### config.mk
export PLATFORM = sky130hd
export DESIGN_NAME = burst_memory_responder
export DESIGN_NICKNAME = d
export VERILOG_FILES = /design/src/rtl/bmr_pkg.sv /design/src/rtl/burst_memory_responder.sv
export SDC_FILE = /design/constraint.sdc
export NUM_CORES = 1
export LEC_CHECK = 0
export BUFFER_PORTS_ARGS = -buffer_cell sky130_fd_sc_hd__buf_2
export CORE_UTILIZATION = 50
export DETAILED_ROUTE_END_ITERATION = 16
export PLACE_DENSITY = 0.71
export SYNTH_ARGS = -nofsm -noshare
export SYNTH_HDL_FRONTEND = slang
export SYNTH_SLANG_ARGS = --single-unit
### constraint.sdc
create_clock -name aclk -period 8.05 [get_ports aclk]
set_input_delay 1.2075 -clock aclk [delete_from_list [all_inputs] [get_ports aclk]]
set_output_delay 1.2075 -clock aclk [all_outputs]
set_load 0.03 [all_outputs]
### src/rtl/bmr_pkg.sv
// Package for the burst memory responder.
// Holds the error codes, register indexes, field widths and the beat data function.
// No dependencies.
package bmr_pkg;

    // Widths fixed by the register and state definitions.
    localparam int LAT_W      = 10;
    localparam int BEAT_NUM_W = 4;
    localparam int ADDR_W     = 32;
    localparam int DATA_W     = 64;

    // Salt mixed into every synthesized beat word.
    localparam logic [DATA_W-1:0] DATA_SALT = 64'h9e37_79b9_7f4a_7c15;

    // Configuration register indexes.
    localparam logic REG_FIRST_LAT = 1'b0;
    localparam logic REG_GAP_LAT   = 1'b1;

    // Per-tick status reported with every result.
    typedef enum logic [1:0] {
        ERR_OK         = 2'd0,
        ERR_NO_BEAT    = 2'd1,
        ERR_BUSY       = 2'd2,
        ERR_MISALIGNED = 2'd3
    } err_code_t;

    // Data word of the beat at a byte address: (a xor salt) + (a << 1).
    function automatic logic [DATA_W-1:0] synth_word(input logic [ADDR_W-1:0] a);
        logic [DATA_W-1:0] wide;
        wide = {{(DATA_W-ADDR_W){1'b0}}, a};
        return (wide ^ DATA_SALT) + (wide << 1);
    endfunction

endpackage

### src/rtl/burst_memory_responder.sv
// Top level of the burst memory responder: tick channel, result channel, APB registers.
// Depends on bmr_pkg for error codes, widths and the beat data function.
//
//   Channel   Direction  Handshake          Carries
//   s_        in         s_valid / s_ready  request_fire, request_address, response_fire
//   m_        out        m_valid / m_ready  request_ready, response_valid, response_data,
//                                           error_code
//   APB       in         psel / penable     first_beat_latency, beat_gap_latency
//
// One tick beat is taken per cycle while s_ready is high; its result appears in the output
// register on the next cycle. The burst state registers are updated in the same edge that
// takes an error-free beat, so the rate is set by that single state update path: one beat
// per cycle while s_ready is high. Reset is synchronous and active low; it clears the burst
// state, the latency registers and the output valid. A stalled result holds s_ready low only
// while the output register is full and m_ready is low.
module burst_memory_responder #(
    parameter int BURST_BEATS = 8,
    parameter int BEAT_BYTES  = 8
) (
    input  logic                           aclk,
    input  logic                           aresetn,

    // Tick input channel.
    input  logic                           s_valid,
    output logic                           s_ready,
    input  logic                           s_request_fire,
    input  logic [bmr_pkg::ADDR_W-1:0]     s_request_address,
    input  logic                           s_response_fire,

    // Result channel.
    output logic                           m_valid,
    input  logic                           m_ready,
    output logic                           m_request_ready,
    output logic                           m_response_valid,
    output logic [bmr_pkg::DATA_W-1:0]     m_response_data,
    output logic [1:0]                     m_error_code,

    // Configuration port.
    input  logic                           psel,
    input  logic                           penable,
    input  logic                           pwrite,
    input  logic [2:0]                     paddr,
    input  logic [31:0]                    pwdata,
    output logic [31:0]                    prdata,
    output logic                           pready
);

    localparam int LINE_BYTES = BURST_BEATS * BEAT_BYTES;
    localparam logic [bmr_pkg::ADDR_W-1:0] LINE_MASK = bmr_pkg::ADDR_W'(LINE_BYTES - 1);
    localparam logic [bmr_pkg::BEAT_NUM_W-1:0] LAST_BEAT =
        bmr_pkg::BEAT_NUM_W'(BURST_BEATS);

    // Configuration registers.
    logic [bmr_pkg::LAT_W-1:0]      first_lat_reg;
    logic [bmr_pkg::LAT_W-1:0]      gap_lat_reg;

    // Burst state.
    logic                           busy_reg, busy_next;
    logic                           beat_valid_reg, beat_valid_next;
    logic [bmr_pkg::DATA_W-1:0]     word_reg, word_next;
    logic [bmr_pkg::LAT_W-1:0]      count_reg, count_next;
    logic [bmr_pkg::ADDR_W-1:0]     base_reg, base_next;
    logic [bmr_pkg::BEAT_NUM_W-1:0] beat_reg, beat_next;

    // Result register.
    logic                           m_valid_reg;
    logic                           req_ready_reg;
    logic                           resp_valid_reg;
    logic [bmr_pkg::DATA_W-1:0]     data_reg;
    bmr_pkg::err_code_t             err_reg;

    bmr_pkg::err_code_t             err_next;
    logic [bmr_pkg::BEAT_NUM_W-1:0] beat_inc;
    logic [bmr_pkg::ADDR_W-1:0]     beat_offset;
    logic                           s_take;
    logic                           cfg_write;

    assign s_ready   = !m_valid_reg || m_ready;
    assign s_take    = s_valid && s_ready;
    assign cfg_write = psel && penable && pwrite && pready;

    // APB: always ready, reads return the addressed latency register.
    assign pready = 1'b1;
    always_comb begin
        prdata = '0;
        if (paddr[2] == bmr_pkg::REG_FIRST_LAT) begin
            prdata = 32'(first_lat_reg);
        end else begin
            prdata = 32'(gap_lat_reg);
        end
    end

    always_ff @(posedge aclk) begin
        if (!aresetn) begin
            first_lat_reg <= '0;
            gap_lat_reg   <= '0;
        end else if (cfg_write) begin
            if (paddr[2] == bmr_pkg::REG_FIRST_LAT) begin
                first_lat_reg <= pwdata[bmr_pkg::LAT_W-1:0];
            end else begin
                gap_lat_reg <= pwdata[bmr_pkg::LAT_W-1:0];
            end
        end
    end

    // Next burst state for one tick: response first, then request, then countdown.
    assign beat_inc    = beat_reg + 1'b1;
    assign beat_offset = bmr_pkg::ADDR_W'(beat_inc) * bmr_pkg::ADDR_W'(BEAT_BYTES);

    always_comb begin
        busy_next       = busy_reg;
        beat_valid_next = beat_valid_reg;
        word_next       = word_reg;
        count_next      = count_reg;
        base_next       = base_reg;
        beat_next       = beat_reg;
        err_next        = bmr_pkg::ERR_OK;

        if (s_response_fire) begin
            if (!busy_reg || !beat_valid_reg) begin
                err_next = bmr_pkg::ERR_NO_BEAT;
            end else if (beat_inc >= LAST_BEAT) begin
                // Last beat taken: the burst is over.
                busy_next       = 1'b0;
                beat_valid_next = 1'b0;
                word_next       = '0;
                count_next      = '0;
                base_next       = '0;
                beat_next       = '0;
            end else begin
                beat_next       = beat_inc;
                word_next       = bmr_pkg::synth_word(base_reg + beat_offset);
                beat_valid_next = 1'b0;
                count_next      = gap_lat_reg;
            end
        end

        if (err_next == bmr_pkg::ERR_OK && s_request_fire) begin
            if (busy_next) begin
                err_next = bmr_pkg::ERR_BUSY;
            end else if ((s_request_address & LINE_MASK) != '0) begin
                err_next = bmr_pkg::ERR_MISALIGNED;
            end else begin
                busy_next       = 1'b1;
                beat_valid_next = 1'b0;
                base_next       = s_request_address;
                beat_next       = '0;
                word_next       = bmr_pkg::synth_word(s_request_address);
                count_next      = first_lat_reg;
            end
        end

        // Countdown to the next valid beat.
        if (busy_next && !beat_valid_next) begin
            if (count_next == '0) begin
                beat_valid_next = 1'b1;
            end else begin
                count_next = count_next - 1'b1;
            end
        end
    end

    // State is committed only on an accepted beat without an error.
    always_ff @(posedge aclk) begin
        if (!aresetn) begin
            busy_reg       <= 1'b0;
            beat_valid_reg <= 1'b0;
            word_reg       <= '0;
            count_reg      <= '0;
            base_reg       <= '0;
            beat_reg       <= '0;
        end else if (s_take && err_next == bmr_pkg::ERR_OK) begin
            busy_reg       <= busy_next;
            beat_valid_reg <= beat_valid_next;
            word_reg       <= word_next;
            count_reg      <= count_next;
            base_reg       <= base_next;
            beat_reg       <= beat_next;
        end
    end

    // Result register: outputs show the state held at the start of the tick and its error code.
    always_ff @(posedge aclk) begin
        if (!aresetn) begin
            m_valid_reg <= 1'b0;
        end else if (s_ready) begin
            m_valid_reg <= s_valid;
        end
    end

    always_ff @(posedge aclk) begin
        if (s_take) begin
            req_ready_reg  <= !busy_reg;
            resp_valid_reg <= beat_valid_reg;
            data_reg       <= word_reg;
            err_reg        <= err_next;
        end
    end

    assign m_valid          = m_valid_reg;
    assign m_request_ready  = req_ready_reg;
    assign m_response_valid = resp_valid_reg;
    assign m_response_data  = data_reg;
    assign m_error_code     = err_reg;

    // A valid beat only exists inside a burst.
    assert property (@(posedge aclk) disable iff (!aresetn)
        !busy_reg |-> !beat_valid_reg)
        else $error("beat valid while no burst is in progress");

    // The countdown has run out whenever a beat is presented.
    assert property (@(posedge aclk) disable iff (!aresetn)
        beat_valid_reg |-> count_reg == '0)
        else $error("beat valid with delay count pending");

    // The beat index never reaches the burst length.
    assert property (@(posedge aclk) disable iff (!aresetn)
        beat_reg < LAST_BEAT)
        else $error("beat number out of range");

    // An erroneous tick leaves the burst state untouched.
    assert property (@(posedge aclk) disable iff (!aresetn)
        s_take && err_next != bmr_pkg::ERR_OK |=>
            $stable(busy_reg) && $stable(beat_valid_reg) && $stable(count_reg)
            && $stable(beat_reg) && $stable(base_reg))
        else $error("burst state changed on an error tick");

    // A result never shows a valid beat together with request ready.
    assert property (@(posedge aclk) disable iff (!aresetn)
        m_valid_reg |-> !(resp_valid_reg && req_ready_reg))
        else $error("result shows a valid beat while idle");

endmodule

### Word level (Yosys, flattened, before mapping)

Cells that the tools add are included.

* register bits: 201
* output and inout bits: 103

* add/subtract/negate cells: 5
* magnitude comparators: 1
* multiplexer cells: 45
* bitwise operators: 3
* reduce and logical (&&, ||, !) cells: 18

Operators by type and width (count)
* two-way mux 64 bit: 6
* two-way mux 32 bit: 6
* adder 64 x 33 -> 64 bit: 2
* two-way mux 10 bit: 9
* NOT 18 -> 38 bit: 2
* adder 32 x 7 -> 32 bit: 1
* nonzero test 32 bit: 1
* two-way mux 4 bit: 6
* two-way mux 1 bit: 15
* logical NOT 10 bit: 1
* subtractor 10 x 1 -> 10 bit (second input constant): 1
* logical AND 1 bit: 6
* two-way mux 2 bit: 3
* adder 4 x 1 -> 4 bit (second input constant): 1
* greater-or-equal comparator 4 bit (second input constant): 1
* logical NOT 1 bit: 4
* logical NOT 2 bit: 2
* AND reduction 2 bit: 2
* logical OR 1 bit: 2
* NOT 1 bit: 1

### Depth between registers and ports, before layout

* depth in word-level cells: 11
* gate-level depth with buffers: 22

### Least setup slack after synthesis

Ideal clock, no wire load.

* path kind: input to register
* from: input m_ready
* to: register word_reg[5] (netlist name)
* library setup time: 128 ps
* arrival: 4678 ps
* data required time: 7922 ps
* slack: 3245 ps
* stages: 9
* buffers on the path: 3
* path through: nand2b_1 and2_1 and3b_1 clkbuf_1 o21ai_0 clkbuf_1 clkbuf_1 a22oi_1 nor2_1

* longest elaborated chain between the ends: 3

RTL lines
* start: declaration: line burst_memory_responder.sv:32 `input logic m_ready,`
* logical OR 1 bit: line burst_memory_responder.sv:78 `assign s_ready = !m_valid_reg || m_ready;`
* logical AND 1 bit: line burst_memory_responder.sv:79 `assign s_take = s_valid && s_ready;`
* net s_take: line burst_memory_responder.sv:75 `logic s_take;`
* logical AND 1 bit: line burst_memory_responder.sv:172 `end else if (s_take && err_next == bmr_pkg::ERR_OK) begin`
* end signal: assignment: line burst_memory_responder.sv:175 `word_reg <= word_next;`
* end: declaration: line burst_memory_responder.sv:60 `logic [bmr_pkg::DATA_W-1:0] word_reg, word_next;`

The timed path passes the listed nets, and every way through them passes these cells.
A chain may end at the register's enable or synchronous reset.

### Worst setup path after layout

* from: register beat_reg[0] (netlist name)
* to: register word_reg[30] (netlist name)

* longest elaborated chain between the ends: 10
* elaborated cells on any way between the ends: 18
* those cells by class: add/sub: 3; order compare: 1; mux: 11; bitwise: 1; reduce/logical: 2

RTL lines
* start: declaration: line burst_memory_responder.sv:63 `logic [bmr_pkg::BEAT_NUM_W-1:0] beat_reg, beat_next;`
* start signal: assignment: line burst_memory_responder.sv:178 `beat_reg <= beat_next;`
* adder 4 x 1 -> 4 bit (*): line burst_memory_responder.sv:107 `assign beat_inc = beat_reg + 1'b1;`
* adder 32 x 7 -> 32 bit: line burst_memory_responder.sv:132 `word_next = bmr_pkg::synth_word(base_reg + beat_offset);`
* NOT 18 -> 38 bit (no source line)
* adder 64 x 33 -> 64 bit: line bmr_pkg.sv:31 `return (wide ^ DATA_SALT) + (wide << 1);`
* two-way mux 64 bit: line burst_memory_responder.sv:122 `end else if (beat_inc >= LAST_BEAT) begin`
* two-way mux 64 bit: line burst_memory_responder.sv:120 `if (!busy_reg || !beat_valid_reg) begin`
* two-way mux 64 bit: line burst_memory_responder.sv:119 `if (s_response_fire) begin`
* two-way mux 64 bit: line burst_memory_responder.sv:141 `end else if ((s_request_address & LINE_MASK) != '0) begin`
* two-way mux 64 bit: line burst_memory_responder.sv:139 `if (busy_next) begin`
* two-way mux 64 bit: line burst_memory_responder.sv:138 `if (err_next == bmr_pkg::ERR_OK && s_request_fire) begin`

Mark *: on every way between the ends. The rest lies on a longest branch, timed or not.

==> reports/metrics.cfg <==
[outcome]
status = finished, final reports clean

[synth]
yosysUniqueCellTypes = 87
async_reset_ff_frac = 0
yosysWarnings = 0
ys_seq_area_frac = 0.3938
syn_avg_cell_area_sq_um = 8.943
synth_top_area_frac = 0.2229
netlist_instances = 1336
syn_area_sq_um = 11950
synth_top_cell_by_area = dfxtp_1
ys_top_cells_by_area = dfxtp_1, edfxtp_1, ha_1
synth_edf_count = 68
synth-seq-cells = 201
synth_ff_type = dfxtp_1

[sta]
hold_viol = 0
setup_viol = 0
finalMaxSlewViolations = 0
tns_ps = 0
max_slew_margin = 0.2708
rsz0062_at_grt = no
period_share = 0.6578
worstMarginPinSlew_ps = 1093
final.setup_skew_ps = 12.93
fmax_mhz = 188.8
setup_slack_ps = 2755
layout_min_cycle_time_ps = 5295

[worst_setup_path]
endpoint = word_reg[30]$_SDFFE_PN0P_
r2r_start = beat_reg[0]$_SDFFE_PN0P_
r2r-end = word_reg[30]$_SDFFE_PN0P_
worst-path-max-fanout = 9
rr_worst_depth = 18
crit_type = reg -> reg
r2r_setup_slack_ps = 2750
cp.arrival_ps = 5680
start_kind = flop
endpoint_kind = flop
crit_start = beat_reg[0]$_SDFFE_PN0P_
cp.required_ps = 8440

[global_route]
grt_max_degree = 75
grt_pass1_vias = 9359
grt_first_pass_wirelength_um = 48020
antenna_found_initial = 0
grt_overflow = 0
grt_usage = 0.2467

[cts]
path_clk_slew_ps = 60
insertion_delay_ps = 510
h-tree-depth = 1
cts_tree = done
cts-root-buf = clkbuf_16
post-cts-setup-buffer-count = 0
cts_hold_buf = 0
numCtsBuffers = 22
ctsLongestPathBuffers = 3
ctsResizeCount = 0
cts.sinks = 201

[power]
power_leakage_nw = 5.665
p_int_mw = 1.731
p_per_area_nw_per_um2 = 173.2
swShare = 0.2588
ir_drop_uv = 133.7
power_frac_seq = 0.461
p_switching_mw = 0.6043
p_clk_frac = 0.421
combPwrFrac = 0.117

[min_path]
hold_class = reg -> reg

[place]
hpwl_um = 22330
place_congestion = 0.9359
post-place-ws_ps = 2818
portBuffers = 131

[detailed_routing]
met1_length_um = 14140
drc_errors = 0
wl_met2_um = 13700
wl_per_cell_um = 17.26
firstDrtPassIters = 5
vias_per_cell = 5.852
vias = 10400
drt-total-wl_um = 30690
first_iter_violations = 798
wl_met3_um = 2108
top_layer = met4
ant_nets = 0

[die]
placementRows = 56
die_h_um = 156.6
ios = 179
dieArea_sq_um = 24520
die_width_um = 156.6
coreArea_sq_um = 23470
initial_utilization = 0.5090

[cells_and_area]
drive_gt1_frac = 0.1468
nets = 1594
final_common_cell = dfxtp_1
final_cell_mix = dfxtp_1, buf_2, nor2_1
fillers = 2044
area_growth_pct = 12.86

[run]
drv_cap = 0

cells by family after synthesis:
family	count (synthesis)	share of synthesized area
AOI/OAI and AO/OA	411	0.2346
and+or+nand+nor	391	0.1533
DFF	201	0.3938
buffers and inverters	152	0.05645
xor gates and xnor gates	86	0.06430
adders and majority gates	76	0.08148
muxes	17	0.01550
other	2	0.0006286
synth_stat cells, drive strengths merged, types with 7 or more instances:
| master | n |
|---|---|
| ha | 73 |
| nor3 | 13 |
| xor2 | 34 |
| o22ai | 14 |
| edfxtp | 68 |
| o21a | 7 |
| a21oi | 117 |
| dfxtp | 133 |
| buf | 33 |
| a221o | 11 |
| and2 | 12 |
| nand2 | 121 |
| nor2 | 123 |
| mux2 | 12 |
| a22oi | 46 |
| o211ai | 19 |
| nor4 | 11 |
| and3 | 22 |
| a221oi | 7 |
| o21ai | 64 |
| a211oi | 10 |
| a31oi | 11 |
| nand4 | 15 |
| xnor2 | 52 |
| o31ai | 11 |
| clkbuf | 48 |
| a21o | 33 |
| inv | 71 |
| nand3 | 41 |
| o21bai | 8 |
worst max-delay path: stages (launching register included):
cell      delay, ps
dfxtp_1         410
nand3_1         140
xor2_2          370
inv_1           270
ha_1            430
o211ai_2        150
o21a_1          360
nor4_1          430
xnor2_1         280
inv_1            80
ha_1            380
a21o_1          240
a221o_1         350
a21o_1          190
a21oi_1         250
o21ai_0         210
o211a_1         180
xor2_1          140
a221o_1         310
routing by layer:
metal | up-vias | track usage
met1 | 4883 | 0.3406
met4 | 0 | 0.07236
met3 | 53 | 0.03379
met2 | 395 | 0.4009
met5 | - | 0
li1 | 5073 | -
final cells by class:
type | instances | area (sq um) | area share
Clock inverter | 8 | 77.57 | 0.005753
Multi-Input combinational cell | 1004 | 6666 | 0.4944
Tap cell | 319 | 399.1 | 0.02960
Antenna cell | 1 | 2.502 | 0.0001856
Timing Repair Buffer | 142 | 738.2 | 0.05475
Sequential cell | 201 | 4705 | 0.3489
Inverter | 71 | 266.5 | 0.01976
Clock buffer | 32 | 629.4 | 0.04667
how the worst min path moves through the flow:
stage	from	end	slack (ps)	cells after the start
floorplan	word_reg[34]$_SDFFE_PN0P_	m_response_data[34]$_DFFE_PP_	400	0
global placement	word_reg[42]$_SDFFE_PN0P_	m_response_data[42]$_DFFE_PP_	410	0
detailed placement	word_reg[56]$_SDFFE_PN0P_	m_response_data[56]$_DFFE_PP_	410	0
CTS	word_reg[62]$_SDFFE_PN0P_	m_response_data[62]$_DFFE_PP_	420	0
global route	word_reg[46]$_SDFFE_PN0P_	m_response_data[46]$_DFFE_PP_	440	0
finish	word_reg[62]$_SDFFE_PN0P_	m_response_data[62]$_DFFE_PP_	420	0
power groups by stage:
stage | Sequential (mW) | Clock (mW) | Combinational (mW)
global route | 1.08 | 1.04 | 0.298
finish | 1.08 | 0.984 | 0.274
CTS | 1.08 | 1.00 | 0.273
floorplan | 1.13 | 0 | 0.162
global placement | 1.10 | 0 | 0.269
detailed placement | 1.10 | 0 | 0.271
through the flow:
| stage | cell area (sq um) | total power, mW | hold WS [ps] | cells | util |
|---|---|---|---|---|---|
| 4_1_cts | 13480 | 2.353 | 420.1 | 1777 | 0.5744 |
| 3_3_place_gp | 12770 | 1.368 | 408.4 | 1737 | 0.5442 |
| 2_1_floorplan | 12030 | 1.294 | 400.1 | 1357 | - |
| 3_5_place_dp | 12770 | 1.370 | 406.8 | 1737 | 0.5442 |
| 6_report | 13480 | 2.335 | 418.7 | 1778 | 0.5745 |
| 5_1_grt | 13480 | 2.419 | 436.4 | 1777 | 0.5744 |
(Power assumes the default switching activity.)
